$ cat config.mk
export PLATFORM = sky130hd
export DESIGN_NAME = hds_ctrl
export DESIGN_NICKNAME = d
export VERILOG_FILES = /design/src/sv/hds_pkg.sv /design/src/sv/hds_ctrl.sv
export SDC_FILE = /design/constraint.sdc
export NUM_CORES = 1
export LEC_CHECK = 0
export BUFFER_PORTS_ARGS = -buffer_cell sky130_fd_sc_hd__buf_4
export CORE_ASPECT_RATIO = 1.1
export CORE_MARGIN = 1
export CORE_UTILIZATION = 48
export CTS_BUF_LIST = sky130_fd_sc_hd__clkbuf_4 sky130_fd_sc_hd__clkbuf_8 sky130_fd_sc_hd__clkbuf_16
export DETAILED_ROUTE_END_ITERATION = 8
export PLACE_DENSITY = 0.78
export SKIP_LAST_GASP = 1
export SYNTH_ARGS = -nofsm -noshare
export SYNTH_HDL_FRONTEND = slang
export SYNTH_SLANG_ARGS = --single-unit
$ cat constraint.sdc
create_clock -name i_clk -period 2.37 [get_ports i_clk]
set_clock_uncertainty 0.05 [all_clocks]
set_input_delay 0.1185 -clock i_clk [delete_from_list [all_inputs] [get_ports i_clk]]
set_output_delay 0.1185 -clock i_clk [all_outputs]
set_load 0.1 [all_outputs]
$ cat src/sv/hds_pkg.sv
package hds_pkg;

    // default geometry and arithmetic
    localparam int DEF_MAX_ROWS       = 64;
    localparam int DEF_MAX_COLS       = 64;
    localparam int DEF_COEF_FRAC_BITS = 14;

    // fixed field widths
    localparam int VAL_W     = 32;
    localparam int COEF_W    = 16;
    localparam int DIM_W     = 7;
    localparam int IDX_IN_W  = 6;
    localparam int CMD_W     = 2;
    localparam int CFG_IDX_W = 2;

    // commands
    localparam logic [CMD_W-1:0] CMD_LOAD = 2'd0;
    localparam logic [CMD_W-1:0] CMD_STEP = 2'd1;
    localparam logic [CMD_W-1:0] CMD_READ = 2'd2;

    // configuration register indexes
    localparam logic [CFG_IDX_W-1:0] CFG_GRID_ROWS = 2'd0;
    localparam logic [CFG_IDX_W-1:0] CFG_GRID_COLS = 2'd1;
    localparam logic [CFG_IDX_W-1:0] CFG_COEF_X    = 2'd2;
    localparam logic [CFG_IDX_W-1:0] CFG_COEF_Y    = 2'd3;

    localparam logic [DIM_W-1:0]  RST_GRID_ROWS = 7'd64;
    localparam logic [DIM_W-1:0]  RST_GRID_COLS = 7'd64;
    localparam logic [COEF_W-1:0] RST_COEF_X    = 16'd4096;
    localparam logic [COEF_W-1:0] RST_COEF_Y    = 16'd4096;

    // stencil read phases, three per cell
    localparam logic [1:0] PH_CENTRE = 2'd0;  // centre and up
    localparam logic [1:0] PH_VERT   = 2'd1;  // down and left
    localparam logic [1:0] PH_HORZ   = 2'd2;  // right

    localparam logic signed [VAL_W-1:0] VAL_MAX = {1'b0, {(VAL_W-1){1'b1}}};
    localparam logic signed [VAL_W-1:0] VAL_MIN = {1'b1, {(VAL_W-1){1'b0}}};

    typedef struct packed {
        logic       load_we;
        logic       rd_issue;
        logic       step_issue;
        logic [1:0] phase;
        logic       capture;
        logic       swap;
    } t_dp_cmd;

    typedef struct packed {
        logic pipe_busy;
        logic cur_sel;
    } t_dp_stat;

endpackage

$ cat src/sv/hds_ctrl.sv
module hds_ctrl #(
    parameter int MAX_ROWS = hds_pkg::DEF_MAX_ROWS,
    parameter int MAX_COLS = hds_pkg::DEF_MAX_COLS,
    localparam int RW = $clog2(MAX_ROWS),
    localparam int CW = $clog2(MAX_COLS)
) (
    input  logic                     i_clk,
    input  logic                     i_rst_n,
    input  logic                     i_valid,
    input  logic [hds_pkg::CMD_W-1:0] i_cmd,
    output logic                     o_stall,
    output logic                     o_valid,
    input  logic                     i_stall,
    input  logic [RW-1:0]            i_last_row,
    input  logic [CW-1:0]            i_last_col,
    input  hds_pkg::t_dp_stat        i_stat,
    output hds_pkg::t_dp_cmd         o_dp_cmd,
    output logic [RW-1:0]            o_row,
    output logic [CW-1:0]            o_col
);
    import hds_pkg::*;

    localparam logic [1:0] ST_IDLE   = 2'd0;
    localparam logic [1:0] ST_STEP   = 2'd1;
    localparam logic [1:0] ST_DRAIN  = 2'd2;
    localparam logic [1:0] ST_RDWAIT = 2'd3;

    logic [1:0]    r_state, n_state;
    logic [RW-1:0] r_row, n_row;
    logic [CW-1:0] r_col, n_col;
    logic [1:0]    r_phase, n_phase;
    logic          r_out_vld, n_out_vld;
    logic          accept;
    logic          slot_free;

    assign o_stall   = (r_state != ST_IDLE);
    assign accept    = i_valid && (r_state == ST_IDLE);
    assign slot_free = !r_out_vld || !i_stall;
    assign o_valid   = r_out_vld;
    assign o_row     = r_row;
    assign o_col     = r_col;

    always_comb begin
        n_state   = r_state;
        n_row     = r_row;
        n_col     = r_col;
        n_phase   = r_phase;
        n_out_vld = r_out_vld && i_stall;
        o_dp_cmd  = '0;
        case (r_state)
            ST_IDLE: begin
                if (accept) begin
                    case (i_cmd)
                        CMD_LOAD: begin
                            o_dp_cmd.load_we = 1'b1;
                        end
                        CMD_STEP: begin
                            n_state = ST_STEP;
                            n_row   = '0;
                            n_col   = '0;
                            n_phase = PH_CENTRE;
                        end
                        CMD_READ: begin
                            o_dp_cmd.rd_issue = 1'b1;
                            n_state           = ST_RDWAIT;
                        end
                        default: begin
                        end
                    endcase
                end
            end
            ST_STEP: begin
                o_dp_cmd.step_issue = 1'b1;
                o_dp_cmd.phase      = r_phase;
                if (r_phase == PH_HORZ) begin
                    n_phase = PH_CENTRE;
                    if (r_col == i_last_col) begin
                        n_col = '0;
                        n_row = r_row + 1'b1;
                        if (r_row == i_last_row) begin
                            n_state = ST_DRAIN;
                        end
                    end else begin
                        n_col = r_col + 1'b1;
                    end
                end else begin
                    n_phase = (r_phase == PH_CENTRE) ? PH_VERT : PH_HORZ;
                end
            end
            ST_DRAIN: begin
                // swap buffers only once the last write has gone in
                if (!i_stat.pipe_busy) begin
                    o_dp_cmd.swap = 1'b1;
                    n_state       = ST_IDLE;
                end
            end
            ST_RDWAIT: begin
                if (slot_free) begin
                    o_dp_cmd.capture = 1'b1;
                    n_out_vld        = 1'b1;
                    n_state          = ST_IDLE;
                end
            end
            default: begin
                n_state = ST_IDLE;
            end
        endcase
    end

    always_ff @(posedge i_clk) begin
        if (!i_rst_n) begin
            r_state   <= ST_IDLE;
            r_row     <= '0;
            r_col     <= '0;
            r_phase   <= PH_CENTRE;
            r_out_vld <= 1'b0;
        end else begin
            r_state   <= n_state;
            r_row     <= n_row;
            r_col     <= n_col;
            r_phase   <= n_phase;
            r_out_vld <= n_out_vld;
        end
    end

endmodule

# [Word-level counts from Yosys, hierarchy flattened]
# Index checks and enable logic that the tools add are counted.
[classes] mux=32 n_eq_ne=16 reduce_logical=14 add_sub_neg=2
[op_table] operator="two-way mux 6 bit" n=6
[op_table] operator="two-way mux 2 bit" n=12
[op_table] operator="one-hot mux 6 bit (2 select lines)" n=2
[op_table] operator="adder 6 x 1 -> 6 bit (second input constant)" n=2
[op_table] operator="equality test 6 bit" n=2
[op_table] operator="!= test 2 bit (second input constant)" n=6
[op_table] operator="equality test 2 bit (second input constant)" n=4
[op_table] operator="two-way mux 1 bit" n=8
[op_table] operator="one-hot mux 2 bit (2 select lines)" n=2
[op_table] operator="one-hot mux 2 bit (4 select lines)" n=1
[op_table] operator="AND reduction 7 bit" n=1
[op_table] operator="logical NOT 2 bit" n=3
[op_table] operator="AND reduction 5 bit" n=1
[op_table] operator="equality test 2 x 1 -> 1 bit (second input constant)" n=2
[op_table] operator="AND reduction 4 bit" n=1
[op_table] operator="nonzero test 2 bit" n=2
[op_table] operator="two-way mux 3 bit" n=1
[op_table] operator="!= test 3 x 1 -> 1 bit (second input constant)" n=1
[op_table] operator="AND reduction 3 bit" n=1
[op_table] operator="logical AND 1 bit" n=2
[op_table] operator="logical NOT 1 bit" n=2
[op_table] operator="!= test 2 x 1 -> 1 bit (second input constant)" n=1
[op_table] operator="logical OR 1 bit" n=1
[totals] out_inout_bits=21 elab_cells=69 inputBits=20 register_bits=17

# [Logic depth before layout (Yosys ltp)]
# Gate-level depths: netlist of the first run.
[logic_depth] depth_word=5 ltp_mapped=7

# [Least setup slack after synthesis of the first run]
# Ideal clock, no wire load.
[synth_timing] path_kind="register -> output" startpoint="reg r_state[0]" endpoint="out o_dp_cmd[6] (netlist name)" stages_incl_launch_ff=5 arrival_ns=4.243 n_path_buf=1 path_slack_ns=-2.042 path_cell_list="dfxtp_1 > buf_2 > nor2_1 > inv_1 > nor4b_1"
[synth_lines] element="start: declaration" line="hds_ctrl.sv:28" source="logic [1:0] r_state, n_state;"
[synth_lines] element="start signal: assignment" line="hds_ctrl.sv:118" source="r_state <= n_state;"
[synth_lines] element="end: declaration" line="hds_ctrl.sv:17" source="output hds_pkg::t_dp_cmd o_dp_cmd,"

# [Worst setup path after layout of the first run]
[layout_timing] startpoint="reg r_col[2], in the netlist o_col[2]" endpoint="reg r_row[5], in the netlist o_row[5]"
[layout_between] elab_chain_cells=3
[layout_rtl] element="start: declaration" line="hds_ctrl.sv:30" source="logic [CW-1:0] r_col, n_col;"
[layout_rtl] element="start signal: assignment" line="hds_ctrl.sv:120" source="r_col <= n_col;"
[layout_rtl] element="equality test 6 bit" line="hds_ctrl.sv:77" source="if (r_col == i_last_col) begin"
[layout_rtl] element="!= test 2 bit (no source line)"
[layout_rtl] element="AND reduction 5 bit (no source line)"
[layout_rtl] element="end signal: assignment" line="hds_ctrl.sv:119" source="r_row <= n_row;"
[layout_rtl] element="end: declaration" line="hds_ctrl.sv:29" source="logic [RW-1:0] r_row, n_row;"
# Every way passes these cells.
# A chain may end at the register's enable or synchronous reset.

==> results of run 1 <==
path summary, 6_finish.rpt:
kind | from | end | slack, ns
worst min register to register | o_col[0] | o_col[0] | 0.45
worst max-delay path | o_col[2] | o_row[5] | 0.51
worst min-delay path | i_stall | o_valid | 0.06
worst max register to register | o_col[2] | o_row[5] | 0.51
layer usage:
metal	vias up	part of all wire, %
met4	0	1.2
li1	595	-
met3	4	3.7
met2	29	49
met5	-	0
met1	526	46
state kept, by name (all words and copies together), names as in the netlist:
| signal | flops |
|---|---|
| o_col | 6 |
| o_row | 6 |
| r_phase | 2 |
| r_state | 2 |
| o_valid | 1 |
stage by stage:
step	power [µW]	instance area (µm²)	hold slack [ns]	worst slack [ns]
2_1_floorplan	779	1140	0.228	-0.0230
3_3_place_gp	888	1450	0.360	0.527
3_5_place_dp	893	1450	0.369	0.511
4_1_cts	1060	1480	0.0590	0.502
5_1_grt	1120	1480	0.0428	0.385
6_report	1060	1480	0.0626	0.508
area by class of cell:
type | instances | area share [%]
Clock buffer | 4 | 2.03
Timing Repair Buffer | 39 | 19.8
Inverter | 7 | 1.86
Multi-Input combinational cell | 115 | 50.7
Tap cell | 28 | 2.37
Sequential cell | 17 | 23.3
Yosys cell counts (2+ instances only):
master     number
a21oi_1        14
a31oi_1         2
and2_1          3
and3_1          2
clkbuf_1        3
clkinv_1        2
dfxtp_1        17
ha_1            2
inv_1           5
nand2_1        19
nand2b_1        2
nand3_1        10
nand4_1         4
nor2_1          8
nor3_1          3
o2111ai_1       2
o22ai_1         2
or2_2           3
or3_1           2
or4_1           2
xnor2_1         4
xor2_1          9
power breakdown:
group          internal (µW)  switching, µW  total (µW)
combinational            150            399         549
sequential               306           32.1         338
clock                   77.0           96.6         174
total                    533            528        1060
cells by family after synthesis:
logic type,Yosys count
AND/OR/NAND/NOR,69
flip-flops,17
multiplexers,1
XOR/XNOR,13
AO/OA/AOI/OAI,30
adder cells (fa/ha/maj),2
buffers and inverters,11
worst min-delay path, stage by stage:
cell and delay (ns):
buf_4 0.12, nand2_1 0.07, a21oi_1 0.06
==> key figures, run 1 <==
Run status
  – Status: finished, final reports clean

Cells and area
  – Footprint of the multi-input gates: 749 µm²
  – Nets@finish: 205
  – Flip-flop and latch area: 344 µm²
  – Diode count: 0
  – Most common cell after layout, fill and taps aside: buf_4
  – Non-filler instance count after layout: 210
  – Area delta synth->final: 33.4%
  – Fillers: 199
  – Most frequent cells in the layout: buf_4 (39), nand2_1 (19), dfxtp_1 (14)
  – Fraction of layout cells with a size suffix above 1: 32.4%
  – Post-layout util: 70.9%

Floorplan
  – Starting Density: 53.2%
  – Cell Rows: 17
  – Chip Width: 47.8 µm
  – Height of the chip: 52.4 µm
  – Top Ports: 41
  – Core area: 2080 µm²
  – Die area: 2510 µm²

STA
  – Setup-failing EPs final: 0
  – Setup_tns: 0 ns
  – Final period util: 78.6%
  – Worst slew margin: 71.7%
  – Slew @ Worst Pin: 0.423 ns
  – Final Hold Viols: 0
  – Final Slew Violations: 0
  – FMAX: 0.537 GHz
  – Post-layout min period: 1.86 ns
  – RSZ-0062 raised after global routing: no

Hold path
  – Worst hold path type: in -> reg
  – Hold path cells: 3

Worst setup path
  – Worst reg2reg path depth: 5
  – Crit-path max FO: 6
  – CP delay by family, top: simple AND/OR/NAND/NOR gates
  – Buffers & Inverters on Critical Path: 0
  – CP arrival: 2.06 ns
  – Crit path cell chain: xor2_1 -> nor4_4 -> nand4_1 -> or4_1 -> nand3_1
  – Slowest stage delay, CP: 0.50 ns
  – Crit. path cell count: 5
  – Slowest stage cell, crit path: or4_1
  – Worst Path Required: 2.57 ns
  – Crit start category: flip-flop
  – Crit Path Class: reg -> reg
  – Critical path capture point type: flip-flop

Clocking
  – CTS tree: yes
  – CTS Buf Count: 3
  – CTS H-tree depth: 1
  – Root buffer cell: clkbuf_4
  – CTS Buffer Depth: 2
  – Clock transition at the registers of the reported paths: 0.11 ns
  – Post-CTS setup buffers: 0
  – PostCTS Resize Cnt: 0
  – Post-CTS Hold Buffers: 0
  – Clock Latency Late Sink: 0.30 ns
  – Clk sinks: 17

Placed design
  – Post-DP HPWL: 2000 µm
  – Input/output buffers: 39
  – Routability Congestion: 0.789
  – Placed Cells: 206

Yosys
  – Largest family of logic cells by synthesized area: simple AND/OR/NAND/NOR gates
  – Mux cell area share after synthesis: 0.903%
  – Synth Area in Simple Gates: 34.7%
  – EDFF count, synth: 0
  – Dominant synthesized flop cell: dfxtp_1
  – Async S/R FF share, synth: 0%
  – Xor/xnor share of the synthesized area: 10.3%
  – Synth warn: 0
  – Synth area leader: dfxtp_1
  – Register area share after synthesis: 30.7%
  – Cells after synthesis: 143
  – Syn_nets: 165
  – Synth unique cells: 45
  – Adder-cell share of the synthesized area: 2.26%
  – #FFs+latches synth: 17
  – Post-Syn Area: 1110 µm²
  – Synth top area share: 30.7%
  – Mean Syn Cell Area: 7.75 µm²
  – Synth top area cells: dfxtp_1 (31%), xor2_1 (7.1%), nand2_1 (6.4%)
  – Compound-cell area share of the yosys netlist: 17.4%

Global routing
  – M2 GR Usage: 36.5%
  – Grt total ovfl: 0
  – GRT met1 Usage: 27.4%
  – Vias in the first global route: 979
  – Met3 Usage GRT: 2.76%
  – GRT Util Overall: 22.1%
  – Antenna violations before repair: 0
  – Busiest grt layer: met2
  – First-pass GRT wire length: 4020 µm
  – Largest net degree at the start of global routing: 18

Power
  – Max VDD drop: 503 µV
  – Pwr/cell area: 717 nW/µm²
  – LEAKAGE: 0.000646 µW

Routing
  – WL/cell: 12.2 µm
  – DRT iter0 DRCs: 15
  – Vias per std cell: 5.50
  – Final WL: 2570 µm
  – Detailed Routing Iterations Pass 1: 4
  – Routed vias: 1154
  – DRT antenna net count: 0
  – Drt drc: 0

Flow run
  – MaxCap Viol Count: 0
Note: power is estimated with default switching activity, not from simulation.
==> inputs of run 2 (changes only) <==
==> constraint.sdc (replaced) <==
create_clock -name i_clk -period 1.9 [get_ports i_clk]
set_clock_uncertainty 0.05 [all_clocks]
set_input_delay 0.095 -clock i_clk [delete_from_list [all_inputs] [get_ports i_clk]]
set_output_delay 0.095 -clock i_clk [all_outputs]
set_load 0.1 [all_outputs]
==> key figures, run 2 (synthesis results as in run 1) <==
Floorplan
  – Die area: 2510 µm² (unchanged)
  – Cell Rows: 17 (unchanged)
  – Chip Width: 47.8 µm (unchanged)
  – Top Ports: 41 (unchanged)
  – Starting Density: 53.2% (unchanged)
  – Height of the chip: 52.4 µm (unchanged)
  – Core area: 2080 µm² (unchanged)

STA
  – Final Hold Viols: 0 (unchanged)
  – FMAX: 0.550 GHz (+2.3%)
  – Final Slew Violations: 0 (unchanged)
  – Worst setup margin: 0.0807 ns (-0.428 ns)
  – Post-layout min period: 1.82 ns (-0.0424 ns)
  – RSZ-0062 raised after global routing: no
  – Worst slew margin: 74.8% (+3.1 points)
  – Slew @ Worst Pin: 0.377 ns (-0.0461 ns)
  – Setup-failing EPs final: 0 (unchanged)
  – Final period util: 95.8% (+17 points)

Clocking
  – CTS Buf Count: 3 (unchanged)
  – CTS tree: yes
  – Clk sinks: 17 (unchanged)
  – CTS H-tree depth: 1 (unchanged)
  – Clock transition at the registers of the reported paths: 0.11 ns (about the same)
  – CTS Buffer Depth: 2 (unchanged)
  – Root buffer cell: clkbuf_4
  – Clock Latency Late Sink: 0.30 ns (about the same)

Global routing
  – Largest net degree at the start of global routing: 18 (unchanged)
  – First-pass GRT wire length: 4470 µm (+11%)
  – GRT Util Overall: 25.5% (+3.4 points)
  – Grt total ovfl: 0 (unchanged)
  – Vias in the first global route: 1042 (+6.4%)
  – Antenna violations before repair: 0 (unchanged)

Cells and area
  – Fraction of layout cells with a size suffix above 1: 41.2% (+8.8 points)
  – Nets@finish: 210 (+2.4%)
  – Non-filler instance count after layout: 215 (+2.4%)
  – Diode count: 0 (unchanged)
  – Most frequent cells in the layout: buf_4 (44), nand2_1 (19), a21oi_1 (13)
  – Area delta synth->final: 40.2%
  – Most common cell after layout, fill and taps aside: buf_4

Routing
  – Final WL: 2900 µm (+13%)
  – DRT iter0 DRCs: 24 (+9)
  – Met3 WL: 118 µm (+24%)
  – Metal1 wirelength: 1220 µm (+3.9%)
  – DRT antenna net count: 0 (unchanged)
  – WL/cell: 13.5 µm (+11%)
  – Drt drc: 0 (unchanged)
  – Met2 Wirelength: 1530 µm (+21%)
  – Vias per std cell: 5.59 (+1.7%)
  – Detailed Routing Iterations Pass 1: 4 (unchanged)
  – Routed vias: 1201 (+4.1%)
  – Highest routed layer: met4

Placed design
  – Placed Cells: 210 (+1.9%)
  – Setup WS pre-CTS: 0.107 ns (-0.404 ns)
  – Routability Congestion: 0.776 (-1.6%)
  – Input/output buffers: 39 (unchanged)
  – Post-DP HPWL: 2280 µm (+14%)

Worst setup path
  – Crit path cell chain: xor2_1 -> nor4_4 -> nand4_1 -> or4_1 -> nand3_1
  – Critical path capture point type: flip-flop
  – Buffers & Inverters on Critical Path: 0 (unchanged)
  – Crit start category: flip-flop
  – CP arrival: 2.01 ns (-0.05 ns)
  – Slowest stage cell, crit path: or4_1
  – Worst Path Required: 2.10 ns (-0.47 ns)
  – Slowest stage delay, CP: 0.50 ns (about the same)
  – CP delay by family, top: simple AND/OR/NAND/NOR gates
  – Crit-path max FO: 6 (unchanged)
  – Crit Path Class: reg -> reg

Hold path
  – Worst hold path type: in -> reg

Power
  – LEAKAGE: 0.000679 µW (+5.0%)
  – Pwr/cell area: 878 nW/µm² (+22%)
  – Power after layout: 1360 µW (+29%)
  – Max VDD drop: 652 µV (+30%)

Run status
  – Status: finished, final reports clean

Flow run
  – MaxCap Viol Count: 0 (unchanged)
[run 2: timing repair]
action / 4_1_cts / 5_1_grt
endpoints found under the setup margin: 0 / 4
setup buffers: 0 / 1
gates resized for setup: 0 / 2
hold buffers: 0 / 0
[run 2: final timing paths]
| kind | start | end | slack (ns) | cells past startpoint |
|---|---|---|---|---|
| setup reg to reg | o_col[2] | o_row[5] | 0.08 | 5 |
| hold reg to reg | o_col[1] | o_col[1] | 0.46 | 2 |
| hold / removal | i_stall | o_valid | 0.04 | 3 |
| setup / recovery | o_col[2] | o_row[5] | 0.08 | 5 |
[run 2: through the flow]
step	area (µm²)	utilization (%)	hold WS, ns	setup TNS (ns)
after floorplan	1170	-	0.204	-0.469
after global placement	1520	72.7	0.340	0
after detailed placement	1520	72.7	0.349	0
after CTS	1540	74.0	0.0355	0
after global routing	1550	74.5	0.0761	0
final	1550	74.5	0.0358	0
[run 2: power breakdown]
group | leakage (µW) | internal, µW | switching (µW) | total (µW)
registers | 0.000145 | 377 | 42.4 | 419
logic | 0.000516 | 223 | 518 | 742
clock network | 0.0000177 | 78.4 | 125 | 203
total | 0.000679 | 679 | 685 | 1360
[run 2: tightest hold or removal path, cell delays in order]
cell,delay (ns)
buf_4,0.12
nand2_1,0.07
a21oi_1,0.06
[run 2: routing by layer]
metal,GRT usage [%],vias up
met1,30.1,558
met2,43.9,34
met5,0,-
met3,4.14,4
li1,-,605
met4,10.6,0
[run 2: layout make-up]
class,count,area (µm²)
well taps,28,35.0
clock buffers,3,22.5
multi-input cells,115,763
fillers,182,531
inverters,7,27.5
repair buffers,44,330
clock inverters,1,5.00
flip-flops and latches,17,370
==> inputs of run 3 (changes only) <==
--- a/config.mk
+++ b/config.mk
@@ -8,10 +8,10 @@
 export BUFFER_PORTS_ARGS = -buffer_cell sky130_fd_sc_hd__buf_4
 export CORE_ASPECT_RATIO = 1.1
 export CORE_MARGIN = 1
-export CORE_UTILIZATION = 48
+export CORE_UTILIZATION = 45
 export CTS_BUF_LIST = sky130_fd_sc_hd__clkbuf_4 sky130_fd_sc_hd__clkbuf_8 sky130_fd_sc_hd__clkbuf_16
 export DETAILED_ROUTE_END_ITERATION = 8
-export PLACE_DENSITY = 0.78
+export PLACE_DENSITY = 0.74
 export SKIP_LAST_GASP = 1
 export SYNTH_ARGS = -nofsm -noshare
 export SYNTH_HDL_FRONTEND = slang
==> constraint.sdc (replaced) <==
create_clock -name i_clk -period 1.7 [get_ports i_clk]
set_clock_uncertainty 0.05 [all_clocks]
set_input_delay 0.17 -clock i_clk [delete_from_list [all_inputs] [get_ports i_clk]]
set_output_delay 0.17 -clock i_clk [all_outputs]
set_load 0.1 [all_outputs]
==> key figures, run 3 (synthesis results as in run 1) <==
STA
  – Hold WS: 0.117 ns (+0.0814 ns)
  – Final Hold Viols: 0 (unchanged)
  – Post-layout min period: 1.71 ns
  – Worst slew margin: 70.1% (-4.7 points)
  – Setup-failing EPs final: 2 (+2)
  – Final Slew Violations: 0 (unchanged)
  – Slew @ Worst Pin: 0.445 ns (+0.0679 ns)
  – Worst setup margin: -0.0128 ns (-0.0935 ns)
  – FMAX: 0.584 GHz
  – RSZ-0062 raised after global routing: yes
  – Final period util: 101%

Routing
  – DRT antenna net count: 0 (unchanged)
  – Drt drc: 0 (unchanged)
  – Vias per std cell: 5.61 (+0.45%)
  – Detailed Routing Iterations Pass 1: 4 (unchanged)
  – WL/cell: 15.4 µm (+14%)
  – Routed vias: 1313 (+9.3%)
  – Final WL: 3610 µm (+24%)
  – DRT iter0 DRCs: 7 (-71%)

Cells and area
  – Diode count: 0 (unchanged)
  – Most common cell after layout, fill and taps aside: buf_4
  – Most frequent cells in the layout: buf_4 (52), nand2_1 (17), nand3_1 (10)
  – Fraction of layout cells with a size suffix above 1: 54.4% (+13 points)
  – Area delta synth->final: 66.9%
  – Design Area, Final: 1850 µm² (+19%)
  – Nets@finish: 227 (+8.1%)
  – Post-layout util: 80.6% (+6.0 points)

Worst setup path
  – Buffers & Inverters on Critical Path: 3 (+3)
  – CP arrival: 1.49 ns (-0.52 ns)
  – Worst Path Required: 1.48 ns (-0.62 ns)
  – Crit Path Class: reg -> out
  – FF-to-FF setup slack: -0.01 ns (-0.09 ns)
  – Crit start category: flip-flop
  – CP delay by family, top: buffers and inverters
  – Slowest stage cell, crit path: dfxtp_2
  – Cell mode on critical path: buf_6
  – Worst reg2reg path depth: 6 (+1)
  – FF-to-FF End: o_col[5]
  – Reg2reg start: o_col[0]
  – Critical path capture point type: output pin
  – Crit-path max FO: 2 (-4)
  – Crit path cell chain: buf_6 -> nor2_4 -> clkinvlp_4 -> nor4b_4 -> buf_6
  – Slowest stage delay, CP: 0.33 ns (-0.17 ns)

Placed design
  – Placed cell area: 1650 µm² (+9.0%)
  – Routability Congestion: 0.834 (+7.5%)
  – Setup WS pre-CTS: -0.00118 ns (-0.108 ns)
  – Input/output buffers: 39 (unchanged)
  – Post-DP HPWL: 2560 µm (+12%)

Clocking
  – Clock transition at the registers of the reported paths: 0.09 ns (-0.02 ns)
  – CTS tree: yes
  – CTS Buffer Depth: 2 (unchanged)
  – Post-CTS Hold Buffers: 0 (unchanged)
  – Clk sinks: 17 (unchanged)
  – Clock Latency Late Sink: 0.32 ns (+0.02 ns)
  – Root buffer cell: clkbuf_4
  – CTS Buf Count: 3 (unchanged)
  – CTS H-tree depth: 1 (unchanged)

Power
  – Pwr/cell area: 991 nW/µm² (+13%)
  – Power after layout: 1830 µW (+34%)
  – Max VDD drop: 790 µV (+21%)
  – LEAKAGE: 0.000780 µW (+15%)

Run status
  – Status: finished with violations
  – Failing checks: negative setup slack

Global routing
  – Vias in the first global route: 1228 (+18%)
  – First-pass GRT wire length: 5230 µm (+17%)
  – GRT Util Overall: 26.3% (+0.74 points)
  – Grt total ovfl: 0 (unchanged)
  – Antenna violations before repair: 0 (unchanged)
  – Largest net degree at the start of global routing: 18 (unchanged)

Floorplan
  – Core area: 2300 µm² (+10%)
  – Chip Width: 49.3 µm (+3.1%)
  – Top Ports: 41 (unchanged)
  – Height of the chip: 54.1 µm (+3.2%)
  – Die area: 2670 µm² (+6.4%)
  – Starting Density: 48.3% (-4.9 points)
  – Cell Rows: 18 (+1)

Hold path
  – Min-Delay Startpoint: i_stall
  – Worst Hold End: o_valid
  – Hold path cells: 3 (unchanged)
  – Worst hold path type: in -> reg

Flow run
  – MaxCap Viol Count: 0 (unchanged)
[run 3: cell count changes in the layout (fill, tap and decap cells not counted), moves of 2 or more]
cell,previous run,this run
a21oi_1,13,8
a21oi_2,1,4
a21oi_4,0,2
buf_4,44,52
buf_6,0,8
dfxtp_1,5,2
dfxtp_2,6,9
nand2_1,19,17
nand2_2,0,2
xor2_1,8,5
xor2_4,0,2
[run 3: area by class of cell]
| class | count | area (µm²) |
|---|---|---|
| Clock buffer | 3 | 22.5 |
| Timing Repair Buffer | 61 | 495 |
| Clock inverter | 1 | 5.00 |
| Multi-Input combinational cell | 115 | 881 |
| Inverter | 7 | 35.0 |
| Sequential cell | 17 | 374 |
| Fill cell | 169 | 447 |
| Tap cell | 30 | 37.5 |
[run 3: worst max-delay path by stage]
stage,from,cells after the start,end
global route,o_col[0],6,o_col[5]
floorplan,r_state[0],4,o_dp_cmd[6]
detailed placement,o_col[0],6,o_col[5]
global placement,o_col[0],6,o_col[5]
finish,r_state[0],5,o_dp_cmd[6]
CTS,r_state[0],5,o_dp_cmd[6]
[run 3: tightest hold or removal path: stages]
cell and delay [ns]:
buf_4 0.12, nand2_1 0.08, a21oi_1 0.07
[run 3: report_power, final]
part / leakage (µW) / switching [µW] / internal (µW) / total (µW)
combinational: 0.000616 / 723 / 427 / 1150
clock: 0.0000177 / 148 / 88.3 / 236
sequential: 0.000147 / 25.0 / 422 / 447
total: 0.000780 / 896 / 938 / 1830
[run 3: through the flow]
step           setup TNS [ns]  std cells
2_1_floorplan           -1.53        143
3_3_place_gp                0        224
3_5_place_dp         -0.00118        224
4_1_cts                -0.129        233
5_1_grt                -0.540        234
6_report              -0.0229        234
[run 3: routing by layer]
metal | vias to the layer above | GRT usage (%) | part of all wire [%]
li1 | 642 | - | -
met1 | 617 | 28.5 | 39
met2 | 46 | 50.5 | 54
met3 | 8 | 3.95 | 4.8
met4 | 0 | 12.7 | 2.3
met5 | - | 0 | 0
[run 3: timing repair]
action / CTS / global route
setup buffers: 5 / 1
gates resized for setup: 7 / 18
pin swaps: 3 / 7
endpoints found under the hold margin: 0 / 0
setup endpoints to repair: 3 / 13
cloned: 0 / 0
